==> config.mk <==
export PLATFORM = sky130hd
export DESIGN_NAME = waterfall_nibble_row_decoder_flat
export DESIGN_NICKNAME = d
export VERILOG_FILES = /design/src/wnrd_pkg.sv /design/src/wnrd_req_if.sv /design/src/wnrd_rsp_if.sv /design/src/wnrd_frame_parser.sv /design/src/waterfall_nibble_row_decoder.sv /design/src/flat_wrapper.sv
export SDC_FILE = /design/constraint.sdc
export NUM_CORES = 1
export LEC_CHECK = 0
export ABC_AREA = 1
export BUFFER_PORTS_ARGS = -buffer_cell sky130_fd_sc_hd__buf_4
export CAP_MARGIN = 0
export CORE_MARGIN = 4
export CORE_UTILIZATION = 30
export DETAILED_ROUTE_END_ITERATION = 7
export PLACE_DENSITY = 0.52
export SLEW_MARGIN = 10
export SYNTH_ARGS = -nofsm -noshare
export SYNTH_HDL_FRONTEND = slang
export SYNTH_HIERARCHICAL = 1
export SYNTH_SLANG_ARGS = --single-unit
==> constraint.sdc <==
create_clock -name clock -period 8.78 [get_ports clock]
set_input_delay 1.756 -clock clock [delete_from_list [all_inputs] [get_ports clock]]
set_output_delay 1.756 -clock clock [all_outputs]
set_load 0.01 [all_outputs]
==> src/wnrd_pkg.sv <==
// Package for the waterfall nibble row decoder: shared types, byte codes and the
// color ramp palette ROM, which is built at elaboration. No dependencies.

`timescale 1ns / 1ps

package wnrd_pkg;

   typedef logic [23:0] color_type;
   typedef logic [255:0][23:0] palette_type;

   typedef enum logic [1:0] {
      KIND_UNDECIDED,
      KIND_ROW,
      KIND_META
   } frame_kind_type;

   // Byte codes of the frame format.
   localparam logic [7:0] ESCAPE_BYTE    = 8'hFF;
   localparam logic [7:0] META_KIND_FREQ = 8'h01;
   localparam logic [7:0] ODD_INDEX_MASK = 8'hF2;
   localparam logic [3:0] EVEN_INDEX_LOW = 4'h2;

   // Byte positions inside a frequency meta frame.
   localparam logic [2:0] FREQ_POS_BYTE0 = 3'd3;
   localparam logic [2:0] FREQ_POS_BYTE1 = 3'd4;
   localparam logic [2:0] FREQ_POS_BYTE2 = 3'd5;
   localparam logic [2:0] FREQ_POS_TOP   = 3'd6;
   localparam logic [2:0] POS_SATURATED  = 3'd7;

   localparam logic [10:0] ROW_WIDTH_RESET = 11'd1024;

   typedef struct packed {
      logic [9:0]  pair_address;
      color_type   color_even;
      logic        even_valid;
      color_type   color_odd;
      logic        odd_valid;
      logic        row_end;
      logic [31:0] freq_reference;
      logic        freq_updated;
   } result_type;

   // Blue ramps up, red follows, green rises as a square root, then white-ish top.
   function automatic palette_type build_palette();
      palette_type pal;
      int          r;
      int          g;
      int          b;
      int          s;
      pal = '0;
      for (int e = 0; e < 256; e++) begin
         r = 0;
         g = 0;
         b = 0;
         s = 0;
         if (e < 64) begin
            b = 2 * e;
         end else if (e < 128) begin
            r = 3 * e - 192;
            b = 2 * e;
         end else if (e < 192) begin
            r = e + 64;
            s = 1024 * (e - 128);
            for (int k = 1; k < 256; k++) begin
               if (k * k <= s) begin
                  g = k;
               end
            end
            b = 511 - 2 * e;
         end else begin
            r = 255;
            g = 255;
            b = 512 + 2 * e;
         end
         pal[e] = {r[7:0], g[7:0], b[7:0]};
      end
      return pal;
   endfunction

   localparam palette_type PALETTE = build_palette();

endpackage

==> src/wnrd_req_if.sv <==
// Request channel of the waterfall nibble row decoder: one frame byte per request.
// Depends on nothing.

`timescale 1ns / 1ps

interface wnrd_req_if;
   logic       valid;
   logic       ready;
   logic [7:0] data_byte;
   logic       last_of_frame;

   modport source (output valid, output data_byte, output last_of_frame, input ready);
   modport sink   (input valid, input data_byte, input last_of_frame, output ready);
endinterface

==> src/wnrd_rsp_if.sv <==
// Response channel of the waterfall nibble row decoder: one pixel pair or status.
// Depends on nothing.

`timescale 1ns / 1ps

interface wnrd_rsp_if;
   logic        valid;
   logic        ready;
   logic [9:0]  pair_address;
   logic [23:0] color_even;
   logic        even_valid;
   logic [23:0] color_odd;
   logic        odd_valid;
   logic        row_end;
   logic [31:0] freq_reference;
   logic        freq_updated;

   modport source (output valid, output pair_address, output color_even, output even_valid,
                   output color_odd, output odd_valid, output row_end,
                   output freq_reference, output freq_updated, input ready);
   modport sink   (input valid, input pair_address, input color_even, input even_valid,
                   input color_odd, input odd_valid, input row_end,
                   input freq_reference, input freq_updated, output ready);
endinterface

==> src/wnrd_frame_parser.sv <==
// Frame parser of the waterfall nibble row decoder: frame state, pixel pairing and
// frequency capture. Depends on wnrd_pkg.

`timescale 1ns / 1ps

module wnrd_frame_parser #(
   parameter int MAX_WIDTH = 1024
) (
   input  logic                 clock,
   input  logic                 reset,
   input  logic                 accept,
   input  logic [7:0]           data_byte,
   input  logic                 last_of_frame,
   input  logic [10:0]          row_width,
   output logic                 has_result,
   output wnrd_pkg::result_type result
);

   localparam int CMP_W = ($clog2(MAX_WIDTH + 1) > 12) ? $clog2(MAX_WIDTH + 1) : 12;

   logic [2:0]                 pos_ff, pos_in;
   wnrd_pkg::frame_kind_type   kind_ff, kind_in;
   logic [7:0]                 meta_ff, meta_in;
   logic [23:0]                part_ff, part_in;
   logic [31:0]                stored_ff, stored_in;
   logic [9:0]                 pair_ff, pair_in;
   logic                       full_ff, full_in;

   logic             pos_zero;
   logic             is_escape;
   logic             take_row;
   logic             lone_escape;
   logic             freq_frame;
   logic             freq_done;
   logic [CMP_W-1:0] width_eff;
   logic [CMP_W-1:0] even_pix;
   logic [CMP_W-1:0] odd_pix;
   logic             even_in_row;
   logic             odd_in_row;
   logic [7:0]       even_index;
   logic [7:0]       odd_index;

   assign pos_zero  = (pos_ff == '0);
   assign is_escape = (data_byte == wnrd_pkg::ESCAPE_BYTE);

   // A leading escape is dropped; a second escape is already pixel data.
   assign take_row = (kind_ff == wnrd_pkg::KIND_ROW)
                  || (kind_ff == wnrd_pkg::KIND_UNDECIDED && pos_zero && !is_escape)
                  || (kind_ff == wnrd_pkg::KIND_UNDECIDED && !pos_zero && is_escape);
   assign lone_escape = (kind_ff == wnrd_pkg::KIND_UNDECIDED) && pos_zero && is_escape
                     && last_of_frame;
   assign freq_frame  = (kind_ff == wnrd_pkg::KIND_META) && (meta_ff == wnrd_pkg::META_KIND_FREQ);
   assign freq_done   = freq_frame && last_of_frame && (pos_ff >= wnrd_pkg::FREQ_POS_TOP);

   assign width_eff = (CMP_W'(row_width) > CMP_W'(MAX_WIDTH)) ? CMP_W'(MAX_WIDTH)
                                                                : CMP_W'(row_width);
   assign even_pix    = CMP_W'({pair_ff, 1'b0});
   assign odd_pix     = CMP_W'({pair_ff, 1'b1});
   assign even_in_row = !full_ff && (even_pix < width_eff);
   assign odd_in_row  = !full_ff && (odd_pix < width_eff);

   assign even_index = {data_byte[3:0], wnrd_pkg::EVEN_INDEX_LOW};
   assign odd_index  = data_byte & wnrd_pkg::ODD_INDEX_MASK;

   // Next frame state.
   always_comb begin
      pos_in    = (pos_ff != wnrd_pkg::POS_SATURATED) ? pos_ff + 3'd1 : pos_ff;
      kind_in   = kind_ff;
      meta_in   = meta_ff;
      part_in   = part_ff;
      stored_in = stored_ff;
      pair_in   = pair_ff;
      full_in   = full_ff;
      case (kind_ff)
         wnrd_pkg::KIND_UNDECIDED: begin
            if (take_row) begin
               kind_in = wnrd_pkg::KIND_ROW;
            end else if (!pos_zero) begin
               kind_in = wnrd_pkg::KIND_META;
               meta_in = data_byte;
            end
         end
         wnrd_pkg::KIND_META: begin
            if (freq_frame) begin
               case (pos_ff)
                  wnrd_pkg::FREQ_POS_BYTE0: part_in[7:0]   = part_ff[7:0] | data_byte;
                  wnrd_pkg::FREQ_POS_BYTE1: part_in[15:8]  = part_ff[15:8] | data_byte;
                  wnrd_pkg::FREQ_POS_BYTE2: part_in[23:16] = part_ff[23:16] | data_byte;
                  wnrd_pkg::FREQ_POS_TOP:   stored_in      = {data_byte, part_ff};
                  default: ;
               endcase
            end
         end
         default: ;
      endcase
      if (take_row && !full_ff) begin
         if (odd_in_row) begin
            pair_in = pair_ff + 10'd1;
         end else begin
            full_in = 1'b1;
         end
      end
      if (last_of_frame) begin
         pos_in  = '0;
         kind_in = wnrd_pkg::KIND_UNDECIDED;
         meta_in = '0;
         part_in = '0;
         pair_in = '0;
         full_in = 1'b0;
      end
   end

   // Result of this byte.
   always_comb begin
      has_result            = 1'b0;
      result                = '0;
      result.freq_reference = stored_in;
      if (take_row) begin
         if (even_in_row) begin
            has_result          = 1'b1;
            result.pair_address = {pair_ff[8:0], 1'b0};
            result.even_valid   = 1'b1;
            result.color_even   = wnrd_pkg::PALETTE[even_index];
            if (odd_in_row) begin
               result.odd_valid = 1'b1;
               result.color_odd = wnrd_pkg::PALETTE[odd_index];
            end
         end
         if (last_of_frame) begin
            has_result     = 1'b1;
            result.row_end = 1'b1;
         end
      end else if (lone_escape) begin
         has_result     = 1'b1;
         result.row_end = 1'b1;
      end else if (freq_done) begin
         has_result          = 1'b1;
         result.freq_updated = 1'b1;
      end
   end

   always_ff @(posedge clock) begin
      if (reset) begin
         pos_ff    <= '0;
         kind_ff   <= wnrd_pkg::KIND_UNDECIDED;
         meta_ff   <= '0;
         part_ff   <= '0;
         stored_ff <= '0;
         pair_ff   <= '0;
         full_ff   <= 1'b0;
      end else if (accept) begin
         pos_ff    <= pos_in;
         kind_ff   <= kind_in;
         meta_ff   <= meta_in;
         part_ff   <= part_in;
         stored_ff <= stored_in;
         pair_ff   <= pair_in;
         full_ff   <= full_in;
      end
   end

endmodule

==> src/waterfall_nibble_row_decoder.sv <==
// Top level of the waterfall nibble row decoder: CSR, frame parser and output buffer.
// Depends on wnrd_pkg, wnrd_req_if, wnrd_rsp_if and wnrd_frame_parser.

`timescale 1ns / 1ps

// The decoder takes waterfall frame bytes, one per request, each marked when it
// ends its frame, and turns row frames into pixel pairs and frequency meta frames
// into an updated frequency reference. A frame that opens with 0xFF followed by a
// byte other than 0xFF is a meta frame; kind 1 carries a little-endian 32-bit
// frequency in bytes 3 to 6 and yields one response on its last byte if it had at
// least seven bytes, other meta frames yield nothing. Every other frame is a row:
// a leading 0xFF is dropped, and each byte then gives an even and an odd pixel
// whose colors come from a 256-entry ramp palette ROM. Pixels beyond row_width
// (capped at MAX_WIDTH) are dropped, and filling the rest of the row with black is
// left to the sink. A row byte that places no pixel gives no response unless it
// ends the frame, in which case a row_end response with no valid pixels is sent.
// The block accepts one byte in every clock cycle unless the sink stalls with both
// buffer entries full. The parser does all the work of a byte in the cycle in which
// it is accepted; its response passes through the middle, then the output entry of a
// two-entry buffer; the block keeps taking requests while one response waits to be
// taken. The row_width register may be written only while no request is in flight.

module waterfall_nibble_row_decoder #(
   parameter int MAX_WIDTH = 1024
) (
   input  logic           clock,
   input  logic           reset,
   wnrd_req_if.sink       req_bus,
   wnrd_rsp_if.source     rsp_bus,
   input  logic           csr_wr_en,
   input  logic [10:0]    csr_wr_data
);

   logic [10:0]          row_width_ff;
   logic                 accept;
   logic                 has_result;
   wnrd_pkg::result_type result;

   // Two buffer entries: the middle one catches a fresh response, the output one
   // presents the oldest response to the sink.
   logic                 mid_valid_ff, mid_valid_in;
   wnrd_pkg::result_type mid_ff, mid_in;
   logic                 out_valid_ff, out_valid_in;
   wnrd_pkg::result_type out_ff, out_in;
   logic                 out_free;

   always_ff @(posedge clock) begin
      if (reset) begin
         row_width_ff <= wnrd_pkg::ROW_WIDTH_RESET;
      end else if (csr_wr_en) begin
         row_width_ff <= csr_wr_data;
      end
   end

   // The output entry can load when it is empty or is being taken now; a request
   // is taken whenever the middle entry is empty or can move on.
   assign out_free      = !out_valid_ff || rsp_bus.ready;
   assign req_bus.ready = !mid_valid_ff || out_free;
   assign accept        = req_bus.valid && req_bus.ready;

   wnrd_frame_parser #(
      .MAX_WIDTH (MAX_WIDTH)
   ) u_parser (
      .clock         (clock),
      .reset         (reset),
      .accept        (accept),
      .data_byte     (req_bus.data_byte),
      .last_of_frame (req_bus.last_of_frame),
      .row_width     (row_width_ff),
      .has_result    (has_result),
      .result        (result)
   );

   always_comb begin
      mid_valid_in = (mid_valid_ff && !out_free) || (accept && has_result);
      mid_in       = (accept && has_result) ? result : mid_ff;
      out_valid_in = out_free ? mid_valid_ff : out_valid_ff;
      out_in       = (out_free && mid_valid_ff) ? mid_ff : out_ff;
   end

   always_ff @(posedge clock) begin
      if (reset) begin
         mid_valid_ff <= 1'b0;
         out_valid_ff <= 1'b0;
      end else begin
         mid_valid_ff <= mid_valid_in;
         out_valid_ff <= out_valid_in;
      end
   end

   always_ff @(posedge clock) begin
      mid_ff <= mid_in;
      out_ff <= out_in;
   end

   assign rsp_bus.valid          = out_valid_ff;
   assign rsp_bus.pair_address   = out_ff.pair_address;
   assign rsp_bus.color_even     = out_ff.color_even;
   assign rsp_bus.even_valid     = out_ff.even_valid;
   assign rsp_bus.color_odd      = out_ff.color_odd;
   assign rsp_bus.odd_valid      = out_ff.odd_valid;
   assign rsp_bus.row_end        = out_ff.row_end;
   assign rsp_bus.freq_reference = out_ff.freq_reference;
   assign rsp_bus.freq_updated   = out_ff.freq_updated;

endmodule

==> src/flat_wrapper.sv <==
// flat-port wrapper written by rule: the top's interface ports become plain ports
module waterfall_nibble_row_decoder_flat 
#(
   parameter int MAX_WIDTH = 1024
)
  (clock, reset, csr_wr_en, csr_wr_data, req_bus_valid, req_bus_data_byte, req_bus_last_of_frame, req_bus_ready, rsp_bus_valid, rsp_bus_pair_address, rsp_bus_color_even, rsp_bus_even_valid, rsp_bus_color_odd, rsp_bus_odd_valid, rsp_bus_row_end, rsp_bus_freq_reference, rsp_bus_freq_updated, rsp_bus_ready);
  wnrd_req_if req_bus_i ();
  wnrd_rsp_if rsp_bus_i ();
  input  logic clock;
  input  logic reset;
  input  logic csr_wr_en;
  input  logic [10:0] csr_wr_data;
  input wire logic [$bits(req_bus_i.valid)-1:0] req_bus_valid;
  input wire logic [$bits(req_bus_i.data_byte)-1:0] req_bus_data_byte;
  input wire logic [$bits(req_bus_i.last_of_frame)-1:0] req_bus_last_of_frame;
  output wire logic [$bits(req_bus_i.ready)-1:0] req_bus_ready;
  output wire logic [$bits(rsp_bus_i.valid)-1:0] rsp_bus_valid;
  output wire logic [$bits(rsp_bus_i.pair_address)-1:0] rsp_bus_pair_address;
  output wire logic [$bits(rsp_bus_i.color_even)-1:0] rsp_bus_color_even;
  output wire logic [$bits(rsp_bus_i.even_valid)-1:0] rsp_bus_even_valid;
  output wire logic [$bits(rsp_bus_i.color_odd)-1:0] rsp_bus_color_odd;
  output wire logic [$bits(rsp_bus_i.odd_valid)-1:0] rsp_bus_odd_valid;
  output wire logic [$bits(rsp_bus_i.row_end)-1:0] rsp_bus_row_end;
  output wire logic [$bits(rsp_bus_i.freq_reference)-1:0] rsp_bus_freq_reference;
  output wire logic [$bits(rsp_bus_i.freq_updated)-1:0] rsp_bus_freq_updated;
  input wire logic [$bits(rsp_bus_i.ready)-1:0] rsp_bus_ready;
  assign req_bus_i.valid = req_bus_valid;
  assign req_bus_i.data_byte = req_bus_data_byte;
  assign req_bus_i.last_of_frame = req_bus_last_of_frame;
  assign req_bus_ready = req_bus_i.ready;
  assign rsp_bus_valid = rsp_bus_i.valid;
  assign rsp_bus_pair_address = rsp_bus_i.pair_address;
  assign rsp_bus_color_even = rsp_bus_i.color_even;
  assign rsp_bus_even_valid = rsp_bus_i.even_valid;
  assign rsp_bus_color_odd = rsp_bus_i.color_odd;
  assign rsp_bus_odd_valid = rsp_bus_i.odd_valid;
  assign rsp_bus_row_end = rsp_bus_i.row_end;
  assign rsp_bus_freq_reference = rsp_bus_i.freq_reference;
  assign rsp_bus_freq_updated = rsp_bus_i.freq_updated;
  assign rsp_bus_i.ready = rsp_bus_ready;
  waterfall_nibble_row_decoder #(.MAX_WIDTH(MAX_WIDTH)) u_core (.clock(clock), .reset(reset), .req_bus(req_bus_i), .rsp_bus(rsp_bus_i), .csr_wr_en(csr_wr_en), .csr_wr_data(csr_wr_data));
endmodule
==> impl_metrics.ini, run 1 <==
[yosys]
mappedNetlistArea_um2 = 11490
synth.cells.most_frequent = 203 x nand2_1, 188 x edfxtp_1, 137 x inv_1
synth_top_family_by_area = simple AND/OR/NAND/NOR gates
synth_async_sr_flop_share_pct = 0
synth_most_common_cell = nand2_1
synth_seq_cells = 281
synthMuxAreaShare_pct = 0
synth-main-ff-cell = edfxtp_1
synth_top_area_share_pct = 49.12
post_synth.cell_area_avg_um2 = 10.50
synth_fp_nets = 1158
area_leader_netlist = edfxtp_1
seq_area_frac_synth_pct = 65.32
yosys.cell_types.count = 37
synth.yosys.warnings = 6
synth_edf_count = 188
post_synth_inst_count = 1095
post_synth_and_or_nand_nor_area_fraction_pct = 12.49
synth_compound_gate_area_share_pct = 10.38
synth_xor_xnor_area_share_pct = 0.07621
adder_cell_share_of_the_synthesized_area_pct = 4.137
top_cells_by_area_synth = edfxtp_1 49%, dfxtp_1 16%, nand2_1 6.6%, o21ai_0 4.9%, inv_1 4.5%

[outcome]
status = complete, no violations

[power]
pwr_density_cell_nw_per_um2 = 257.1
power.leakage_nw = 5.597
vdd.ir_drop.worst_uv = 112.8

[clock_network]
cts.reportedPaths.clkPinSlew_ns = 0.05
clk_latency_ns = 0.51
clock_tree.buffer_depth = 3
ctsHtreeMaxLevel = 2
cts_inserted_buffers = 34
cts_setup_buffers = 0
cts_tree = done
clk_root_buffer_cell = clkbuf_16
hold_buffers = 0
clock_sink_count = 281
cts_resized = 0

[global_routing]
antenna_found_initial = 0
grt_usage_pct = 11.96
largest_net_degree_at_the_start_of_global_routing = 73
global_route.overflow_total = 0
via_count_of_the_first_global_routing_pass = 7227
grt_first_pass_wirelength_um = 39920

[setup_path]
rrSetupSlack_ns = 4.53
data_required_time_of_the_worst_path_ns = 8.90
cp_data_arrival_time_ns = 4.72
cp_startpoint_kind = input pin
critical_path_peak_fanout = 72
setup.worst_path.start = req_bus_data_byte[4]
slowest_cell_on_crit_path = buf_4
reg2reg_from = u_core/row_width_ff[2]
critical-path-top-delay-family = simple AND/OR/NAND/NOR gates
worst_path_largest_cell_delay_ns = 0.81
timing.rr.end = u_core/mid_ff[89]
cp_num_buf_inv = 5
worstSetupEndpointType = flip-flop
rr_worst_depth = 19
crit_path_cell_trace = buf_4, ha_1, nand3_1, nor2_2, nand2_2, nand3_4, inv_2, nor2_8, inv_2, nand4_1, inv_1, nor2_4, buf_4
setup.worst_path.class = input pin to flip-flop

[job]
cap_viol_max_count = 0

[timing]
hold_violations = 0
ratio_of_final_minimum_period_to_clock_period_pct = 52.38
timing.max_slew.rel_slack_pct = 25.31
finClkSkew_ns = 0.02154
slew_violations = 0
maximum_frequency_from_static_timing_analysis_mhz = 217.4
unrepaired_setup_endpoints_after_global_routing = false
final_period_minus_worst_setup_slack_ns = 4.599
final-setup-viol-count = 0
worst_slew_pin_slew_ns = 1.120
setup-tns-final_ns = 0

[min_path]
kind_of_path_behind_the_tightest_hold_check = flip-flop to flip-flop
capture_endpoint_of_the_worst_hold_path = u_core/rsp_bus.freq_reference[15]
worst_hold_start = u_core/mid_ff[16]
hold_depth = 0

[detailed_routing]
drtPass1Iterations = 5
antenna_left = 0
routedWlPerCell_um = 14.38
vias = 7559
drc = 0
route.detailed.vias_per_inst = 4.359
finalWirelength_um = 24940
drt_iter0_drc = 432

[finish]
diodes = 0
post-route-util_pct = 37.13
nets = 1261
synthToLayoutAreaGrowth_pct = 21.97
drive_gt1_share_pct = 17.50

[placement]
hpwlAfterDp_um = 16020
place.gp.congestion = 0.7587
placement.io_buffers = 120

[floorplanning]
core_area_um2 = 37760
die_area_um2 = 41500
effective_utilization_at_floorplan_pct = 30.44
io-pin-count = 121
die_w_um = 203.7
fp.dieH_um = 203.7
rows = 71
## area by class of cell
class                   count  area, µm²
flip-flops and latches    281       7507
repair buffers            123      923.4
multi-input cells         610       3137
fillers                  3737      23740
inverters                 148      555.5
well taps                 511      639.4
clock buffers              42      954.7
clock inverters            19      300.3
## layout by cell type (no fill, tap or decap), drive strengths merged, types with 2 or more instances in the layout
master / n
nor2: 90
clkinv: 11
a31oi: 2
nor3: 6
edfxtp: 188
nand4: 7
nand2: 209
dfxtp: 93
inv: 145
nor4: 2
clkbuf: 42
a21oi: 89
ha: 38
buf: 123
clkinvlp: 4
o21ai: 133
nand3: 27
bufinv: 7
## sequential cells by signal, summed over array words and instances, names as in the netlist
signal and cells:
u_core/rsp_bus.odd_valid 1, u_core/u_parser/pos_ff 3, u_core/rsp_bus.valid 1, u_core/u_parser/part_ff 24, u_core/u_parser/stored_ff 32, u_core/rsp_bus.pair_address 10
u_core/u_parser/kind_ff 2, u_core/rsp_bus.freq_updated 1, u_core/rsp_bus.color_even 24, u_core/u_parser/pair_ff 10, u_core/mid_valid_ff 1, u_core/rsp_bus.even_valid 1
u_core/mid_ff 94, u_core/rsp_bus.freq_reference 32, u_core/row_width_ff 11, u_core/u_parser/full_ff 1, u_core/rsp_bus.row_end 1, u_core/rsp_bus.color_odd 24
u_core/u_parser/meta_ff 8
## routing by layer
layer,vias to the layer above,global-route usage [%],share of wire [%]
met2,178,18.29,43
met1,3502,17.11,48
met4,0,3.397,2.3
met5,-,0,0
met3,39,2.735,6.2
li1,3840,-,-
## worst max-delay path by stage
stage,cells after the start,slack [ns],end
after floorplan,11,1.59,u_core/mid_ff[0]
after global placement,13,3.70,u_core/mid_ff[89]
after detailed placement,13,3.65,u_core/mid_ff[89]
after CTS,13,4.16,u_core/mid_ff[86]
after global routing,13,3.90,u_core/mid_ff[33]
final,13,4.18,u_core/mid_ff[89]
## worst reg2reg max path, stage by stage, from the launching register on
cell and delay [ns]:
dfxtp_1 0.32, nor4_1 0.28, a31oi_1 0.12, clkinv_1 0.15, nand2_1 0.07, ha_1 0.29
nand2_1 0.09, inv_1 0.04, nand2_1 0.05, nand2_1 0.05, nand2_1 0.05, nand2_1 0.09
inv_1 0.09, nand3_1 0.17, nor2_8 0.21, inv_2 0.13, nand4_1 0.10, inv_1 0.08
nor2_4 0.56, buf_4 0.83
## power breakdown
group          leakage (nW)  internal, mW  switching (mW)
logic                  2.44         0.126           0.268
registers              2.55          1.62          0.0542
clock network         0.600         0.984           0.554
total                  5.60          2.73           0.876
## per-stage QoR
step                      setup WS, ns  instance area [µm²]  hold slack, ns  power (mW)  instances
after floorplan                  1.592                11490          0.4003       1.967       1095
after global placement           3.705                12760          0.4024       2.098       1673
after detailed placement         3.653                12760          0.4045       2.102       1673
after CTS                        4.163                14020          0.4019       3.669       1734
after global routing             3.904                14020          0.4179       3.786       1734
final                            4.181                14020          0.4113       3.604       1734
## cell families (layout without fill, tap and decap cells)
family          count (synthesis)  after routing
buf+inv                       204            332
other cells                     1              1
fa+ha+maj                      38             38
compound gates                227            227
flops                         281            281
xor+xnor                        1              1
simple gates                  343            343
Power figures use the tool's default switching activity.
==> run 2, diff against run 1 <==
--- a/config.mk
+++ b/config.mk
@@ -11,7 +11,7 @@
 export CORE_MARGIN = 4
 export CORE_UTILIZATION = 30
 export DETAILED_ROUTE_END_ITERATION = 7
-export PLACE_DENSITY = 0.52
+export PLACE_DENSITY = 0.54
 export SLEW_MARGIN = 10
 export SYNTH_ARGS = -nofsm -noshare
 export SYNTH_HDL_FRONTEND = slang
==> constraint.sdc (replaced) <==
create_clock -name clock -period 3.8 [get_ports clock]
set_input_delay 0.76 -clock clock [delete_from_list [all_inputs] [get_ports clock]]
set_output_delay 0.76 -clock clock [all_outputs]
set_load 0.01 [all_outputs]
==> run 2 against run 1 <==
Effect of this change:
- clock power up 99%
- sequential cell count unchanged
- clock skew up 0.0097 ns
- combinational power up 130%
- die area unchanged
- design area down 0.97%
- largest power group unchanged
==> impl_metrics.ini, run 2 (synthesis results as in run 1) <==
[setup_path]
worstSetupEndpointType = flip-flop
setup.worst_path.start = u_core/row_width_ff[2]
data_required_time_of_the_worst_path_ns = 3.99
critical_path_peak_fanout = 70
cp_startpoint_kind = flip-flop
cp_data_arrival_time_ns = 3.43
setup.worst_path.class = flip-flop to flip-flop
reg2reg_from = u_core/row_width_ff[2]

[finish]
diodes = 0
nets = 1261
leading_cell_types_in_the_layout_fill_and_taps_excluded = 202 x nand2_1, 188 x edfxtp_1, 137 x inv_1
flip_flop_count_of_the_largest_register_all_copies_and_words_added = 94
top_register = u_core/mid_ff
drive_gt1_share_pct = 17.68
layout.cells.most_common = nand2_1
synthToLayoutAreaGrowth_pct = 20.78

[floorplanning]
core_area_um2 = 37760
rows = 71
die_area_um2 = 41500
effective_utilization_at_floorplan_pct = 30.44
die_w_um = 203.7
fp.dieH_um = 203.7
io-pin-count = 121

[detailed_routing]
routedWlPerCell_um = 14.25
antenna_left = 0
drtPass1Iterations = 5
drt_iter0_drc = 448
route.detailed.vias_per_inst = 4.336
drc = 0
vias = 7515
finalWirelength_um = 24700

[min_path]
worst_hold_start = u_core/mid_ff[84]
kind_of_path_behind_the_tightest_hold_check = flip-flop to flip-flop

[clock_network]
cts_tree = done
cts_inserted_buffers = 30
cts_resized = 0
hold_buffers = 0
clk_latency_ns = 0.56
ctsHtreeMaxLevel = 1
clk_root_buffer_cell = clkbuf_16
cts_setup_buffers = 0
clock_tree.buffer_depth = 3
cts.reportedPaths.clkPinSlew_ns = 0.06
clock_sink_count = 281

[timing]
final-setup-viol-count = 0
hold_violations = 0
ratio_of_final_minimum_period_to_clock_period_pct = 85.04
maximum_frequency_from_static_timing_analysis_mhz = 309.5
finClkSkew_ns = 0.03125
final_period_minus_worst_setup_slack_ns = 3.231
slew_violations = 0
worst_hold_slack_ns = 0.4154
worst_slew_pin_slew_ns = 1.049
timing.max_slew.rel_slack_pct = 29.80
unrepaired_setup_endpoints_after_global_routing = false
setup-tns-final_ns = 0

[power]
vdd.ir_drop.worst_uv = 313.0
pwr_density_cell_nw_per_um2 = 565.2
power.leakage_nw = 5.516

[placement]
place.gp.congestion = 0.7769
hpwlAfterDp_um = 16050
placement.io_buffers = 120

[global_routing]
largest_net_degree_at_the_start_of_global_routing = 95
global_route.overflow_total = 0
antenna_found_initial = 0
grt_first_pass_wirelength_um = 39410
via_count_of_the_first_global_routing_pass = 7221
grt_usage_pct = 11.64

[job]
cap_viol_max_count = 0

[outcome]
status = complete, no violations
run 2: metal layers:
metal / vias to the layer above / GRT usage (%) / wire [µm]
li1: 3831 / - / -
met1: 3493 / 16.06 / 11630
met2: 164 / 18.35 / 10950
met3: 27 / 3.276 / 1764
met4: 0 / 2.698 / 356
met5: - / 0 / 0
run 2: worst max-delay path: stages (launching register included):
cell and delay (ns):
dfxtp_1 0.33, nor4_1 0.29, a31oi_1 0.12, clkinv_1 0.15, nand2_1 0.07, ha_1 0.29, nand2_1 0.09, inv_1 0.04
nand2_1 0.05, nand2_1 0.04, nand2_1 0.05, nand2_1 0.07, inv_1 0.08, nand3_1 0.18, nor2_8 0.22, inv_2 0.12
nand4_1 0.10, inv_1 0.09, nor2_4 0.12, buf_12 0.32
run 2: worst paths after layout:
kind                                         end  slack (ns)  cells after the start
setup / recovery               u_core/mid_ff[52]        0.57                     19
hold / removal    u_core/rsp_bus.pair_address[0]        0.42                      0
setup reg to reg               u_core/mid_ff[52]        0.57                     19
hold reg to reg   u_core/rsp_bus.pair_address[0]        0.42                      0
run 2: through the flow:
stage               power (mW)  instance area, µm²  cells  utilization (%)  worst slack (ns)
floorplan                4.519               11510   1095                -          0.001795
CTS                      7.984               13880   1733            36.77            0.5145
finish                   7.845               13880   1733            36.77            0.5686
detailed placement       4.865               12820   1677            33.95            0.5541
global route             8.243               13880   1733            36.77            0.1984
global placement         4.856               12820   1677            33.95            0.5382
run 2: power breakdown:
group	internal [mW]	leakage, nW	switching [mW]
logic	0.305	2.47	0.622
registers	3.73	2.55	0.120
clock network	1.84	0.493	1.23
total	5.88	5.52	1.97
run 2: layout make-up:
cell class | instances | area, µm²
multi-input cells | 610 | 3137
clock buffers | 32 | 779.5
clock inverters | 24 | 284.0
well taps | 511 | 639.4
flip-flops and latches | 281 | 7507
repair buffers | 127 | 978.4
inverters | 148 | 555.5
fillers | 3726 | 23870
==> run 3, diff against run 2 <==
--- a/config.mk
+++ b/config.mk
@@ -5,7 +5,6 @@
 export SDC_FILE = /design/constraint.sdc
 export NUM_CORES = 1
 export LEC_CHECK = 0
-export ABC_AREA = 1
 export BUFFER_PORTS_ARGS = -buffer_cell sky130_fd_sc_hd__buf_4
 export CAP_MARGIN = 0
 export CORE_MARGIN = 4
==> run 3 against run 2 <==
Effect of this change:
- fmax down 5.6%
- sequential share of layout area up 3.1 points
- via count down 15%
==> impl_metrics.ini, run 3 <==
[outcome]
status = complete, no violations

[finish]
diodes = 0
flip_flop_count_of_the_largest_register_all_copies_and_words_added = 94
seqCellArea_um2 = 7507
drive_gt1_share_pct = 23.52
synthToLayoutAreaGrowth_pct = 22.11
multiInputGateArea_um2 = 2898
layout.cells.most_common = edfxtp_1
final_area_um2 = 13120
top_register = u_core/mid_ff
nFillCells = 3405
leading_cell_types_in_the_layout_fill_and_taps_excluded = 188 x edfxtp_1, 139 x buf_4, 99 x nand2_1
nets = 1002

[setup_path]
worst-path-stages = 13
crit_path_cell_trace = clkinv_1, nand2_1, ha_1, a21oi_1, o21ai_1, a211o_1, nand2b_1, a21o_1, inv_2, or3_1, nand2_1, nor2b_4, buf_4
worstSetupEndpointType = flip-flop
slowest_cell_on_crit_path = nor2b_4
setup.worst_path.class = flip-flop to flip-flop
data_required_time_of_the_worst_path_ns = 4.01
critical_path_peak_fanout = 22
critical-path-top-cell-by-count = nand2_1
cp_data_arrival_time_ns = 3.63
worst_path_largest_cell_delay_ns = 0.50
rrSetupSlack_ns = 0.38
cp_startpoint_kind = flip-flop
rr_worst_depth = 13
critical-path-top-delay-family = simple AND/OR/NAND/NOR gates
cp_num_buf_inv = 3

[yosys]
post_synth.cell_area_avg_um2 = 13.10
post_synth_inst_count = 820
synth.yosys.warnings = 6
synth_most_common_cell = edfxtp_1
synth.cells.most_frequent = 188 x edfxtp_1, 99 x nand2_1, 93 x dfxtp_1
yosys.cell_types.count = 53
synth-main-ff-cell = edfxtp_1
area_leader_netlist = edfxtp_1
seq_area_frac_synth_pct = 69.86
synth_edf_count = 188
mappedNetlistArea_um2 = 10750
top_cells_by_area_synth = edfxtp_1 53%, dfxtp_1 17%, ha_1 4.4%, nand2_1 3.5%, a21oi_1 3.0%
synth_top_area_share_pct = 52.54
synth_fp_nets = 883
synth_seq_cells = 281
synth_async_sr_flop_share_pct = 0

[timing]
worst_slew_pin_slew_ns = 0.9015
unrepaired_setup_endpoints_after_global_routing = false
final-setup-viol-count = 0
hold_violations = 0
final_period_minus_worst_setup_slack_ns = 3.424
finClkSkew_ns = 0.01563
ratio_of_final_minimum_period_to_clock_period_pct = 90.10
maximum_frequency_from_static_timing_analysis_mhz = 292.1
slew_violations = 0
setup-tns-final_ns = 0
timing.max_slew.rel_slack_pct = 39.63

[global_routing]
grt_first_pass_wirelength_um = 36320
largest_net_degree_at_the_start_of_global_routing = 63
global_route.overflow_total = 0
via_count_of_the_first_global_routing_pass = 6431
grt_usage_pct = 11.50
antenna_found_initial = 1

[detailed_routing]
vias = 6405
finalWirelength_um = 23030
routedWlPerCell_um = 16.19
drt_iter0_drc = 395
drtPass1Iterations = 4
antenna_left = 0
drc = 0
route.detailed.vias_per_inst = 4.504

[min_path]
kind_of_path_behind_the_tightest_hold_check = flip-flop to flip-flop
hold_depth = 0

[clock_network]
cts_tree = done
cts.reportedPaths.clkPinSlew_ns = 0.06
ctsHtreeMaxLevel = 1
clk_root_buffer_cell = clkbuf_16
clk_latency_ns = 0.54
cts_resized = 0
clock_tree.buffer_depth = 3
cts_inserted_buffers = 29
hold_buffers = 0
cts_setup_buffers = 0
clock_sink_count = 281

[power]
pwr_density_cell_nw_per_um2 = 529.7
vdd.ir_drop.worst_uv = 278.1
power.leakage_nw = 4.980

[floorplanning]
core_area_um2 = 35480
rows = 69
die_area_um2 = 38910
effective_utilization_at_floorplan_pct = 30.28
fp.dieH_um = 197.3
io-pin-count = 121
die_w_um = 197.3

[placement]
hpwlAfterDp_um = 15170
detailed_place.area_um2 = 12140
place.gp.congestion = 0.7948
placement.io_buffers = 120

[job]
cap_viol_max_count = 0
==> run 3: changes by cell type in the layout (fill, tap and decap cells not counted), moves of 13 or more <==
cell     delta
a21oi_1    -19
a22o_1     +18
nand3_1    -13
inv_1     -117
buf_4      +14
nand2_1   -103
o21ai_0   -103
mux2_2     +26
==> run 3: cell families (layout without fill, tap and decap cells) <==
family | count (synthesis) | in the layout | synth area share, %
buffers and inverters | 77 | 217 | 3.342
adder cells (fa/ha/maj) | 38 | 38 | 4.425
AO/OA/AOI/OAI | 140 | 140 | 8.233
multiplexers | 37 | 37 | 3.749
XOR/XNOR | 3 | 3 | 0.2446
AND/OR/NAND/NOR | 243 | 244 | 10.11
flip-flops | 281 | 281 | 69.86
other | 1 | 1 | 0.03490
==> run 3: through the flow <==
stage / utilization [%] / power [mW] / hold slack, ns / worst slack, ns / cells
after global routing: 36.98 / 7.251 / 0.4244 / 0.1070 / 1422
after global placement: 34.22 / 4.198 / 0.4015 / 0.1019 / 1368
after CTS: 36.95 / 7.056 / 0.4123 / 0.05836 / 1421
final: 36.98 / 6.951 / 0.4167 / 0.3763 / 1422
after detailed placement: 34.22 / 4.203 / 0.4045 / 0.03269 / 1368
after floorplan: - / 3.949 / 0.4003 / 0.04449 / 820
==> run 3: where the power goes <==
part,leakage [nW],internal (mW),switching (mW)
Combinational,1.94,0.193,0.336
Clock,0.470,1.64,1.19
Sequential,2.57,3.53,0.0696
==> run 3: final timing paths <==
check | startpoint | endpoint
min | u_core/mid_ff[48] | u_core/rsp_bus.color_odd[13]
min reg2reg | u_core/mid_ff[48] | u_core/rsp_bus.color_odd[13]
max reg2reg | u_core/row_width_ff[10] | u_core/mid_ff[77]
max | u_core/row_width_ff[10] | u_core/mid_ff[77]
==> run 3: final cells by class <==
class / instances / share of cell area, %
multi-input cells: 463 / 22.08
clock buffers: 30 / 5.636
flip-flops and latches: 281 / 57.21
inverters: 23 / 0.6580
repair buffers: 141 / 8.258
clock inverters: 23 / 1.755
well taps: 461 / 4.396
==> run 3: layer usage <==
layer	share of wire, %	track usage, %
met5	0.056	0
met1	47	15.96
met4	1.7	2.851
met2	45	18.46
met3	6.3	2.524
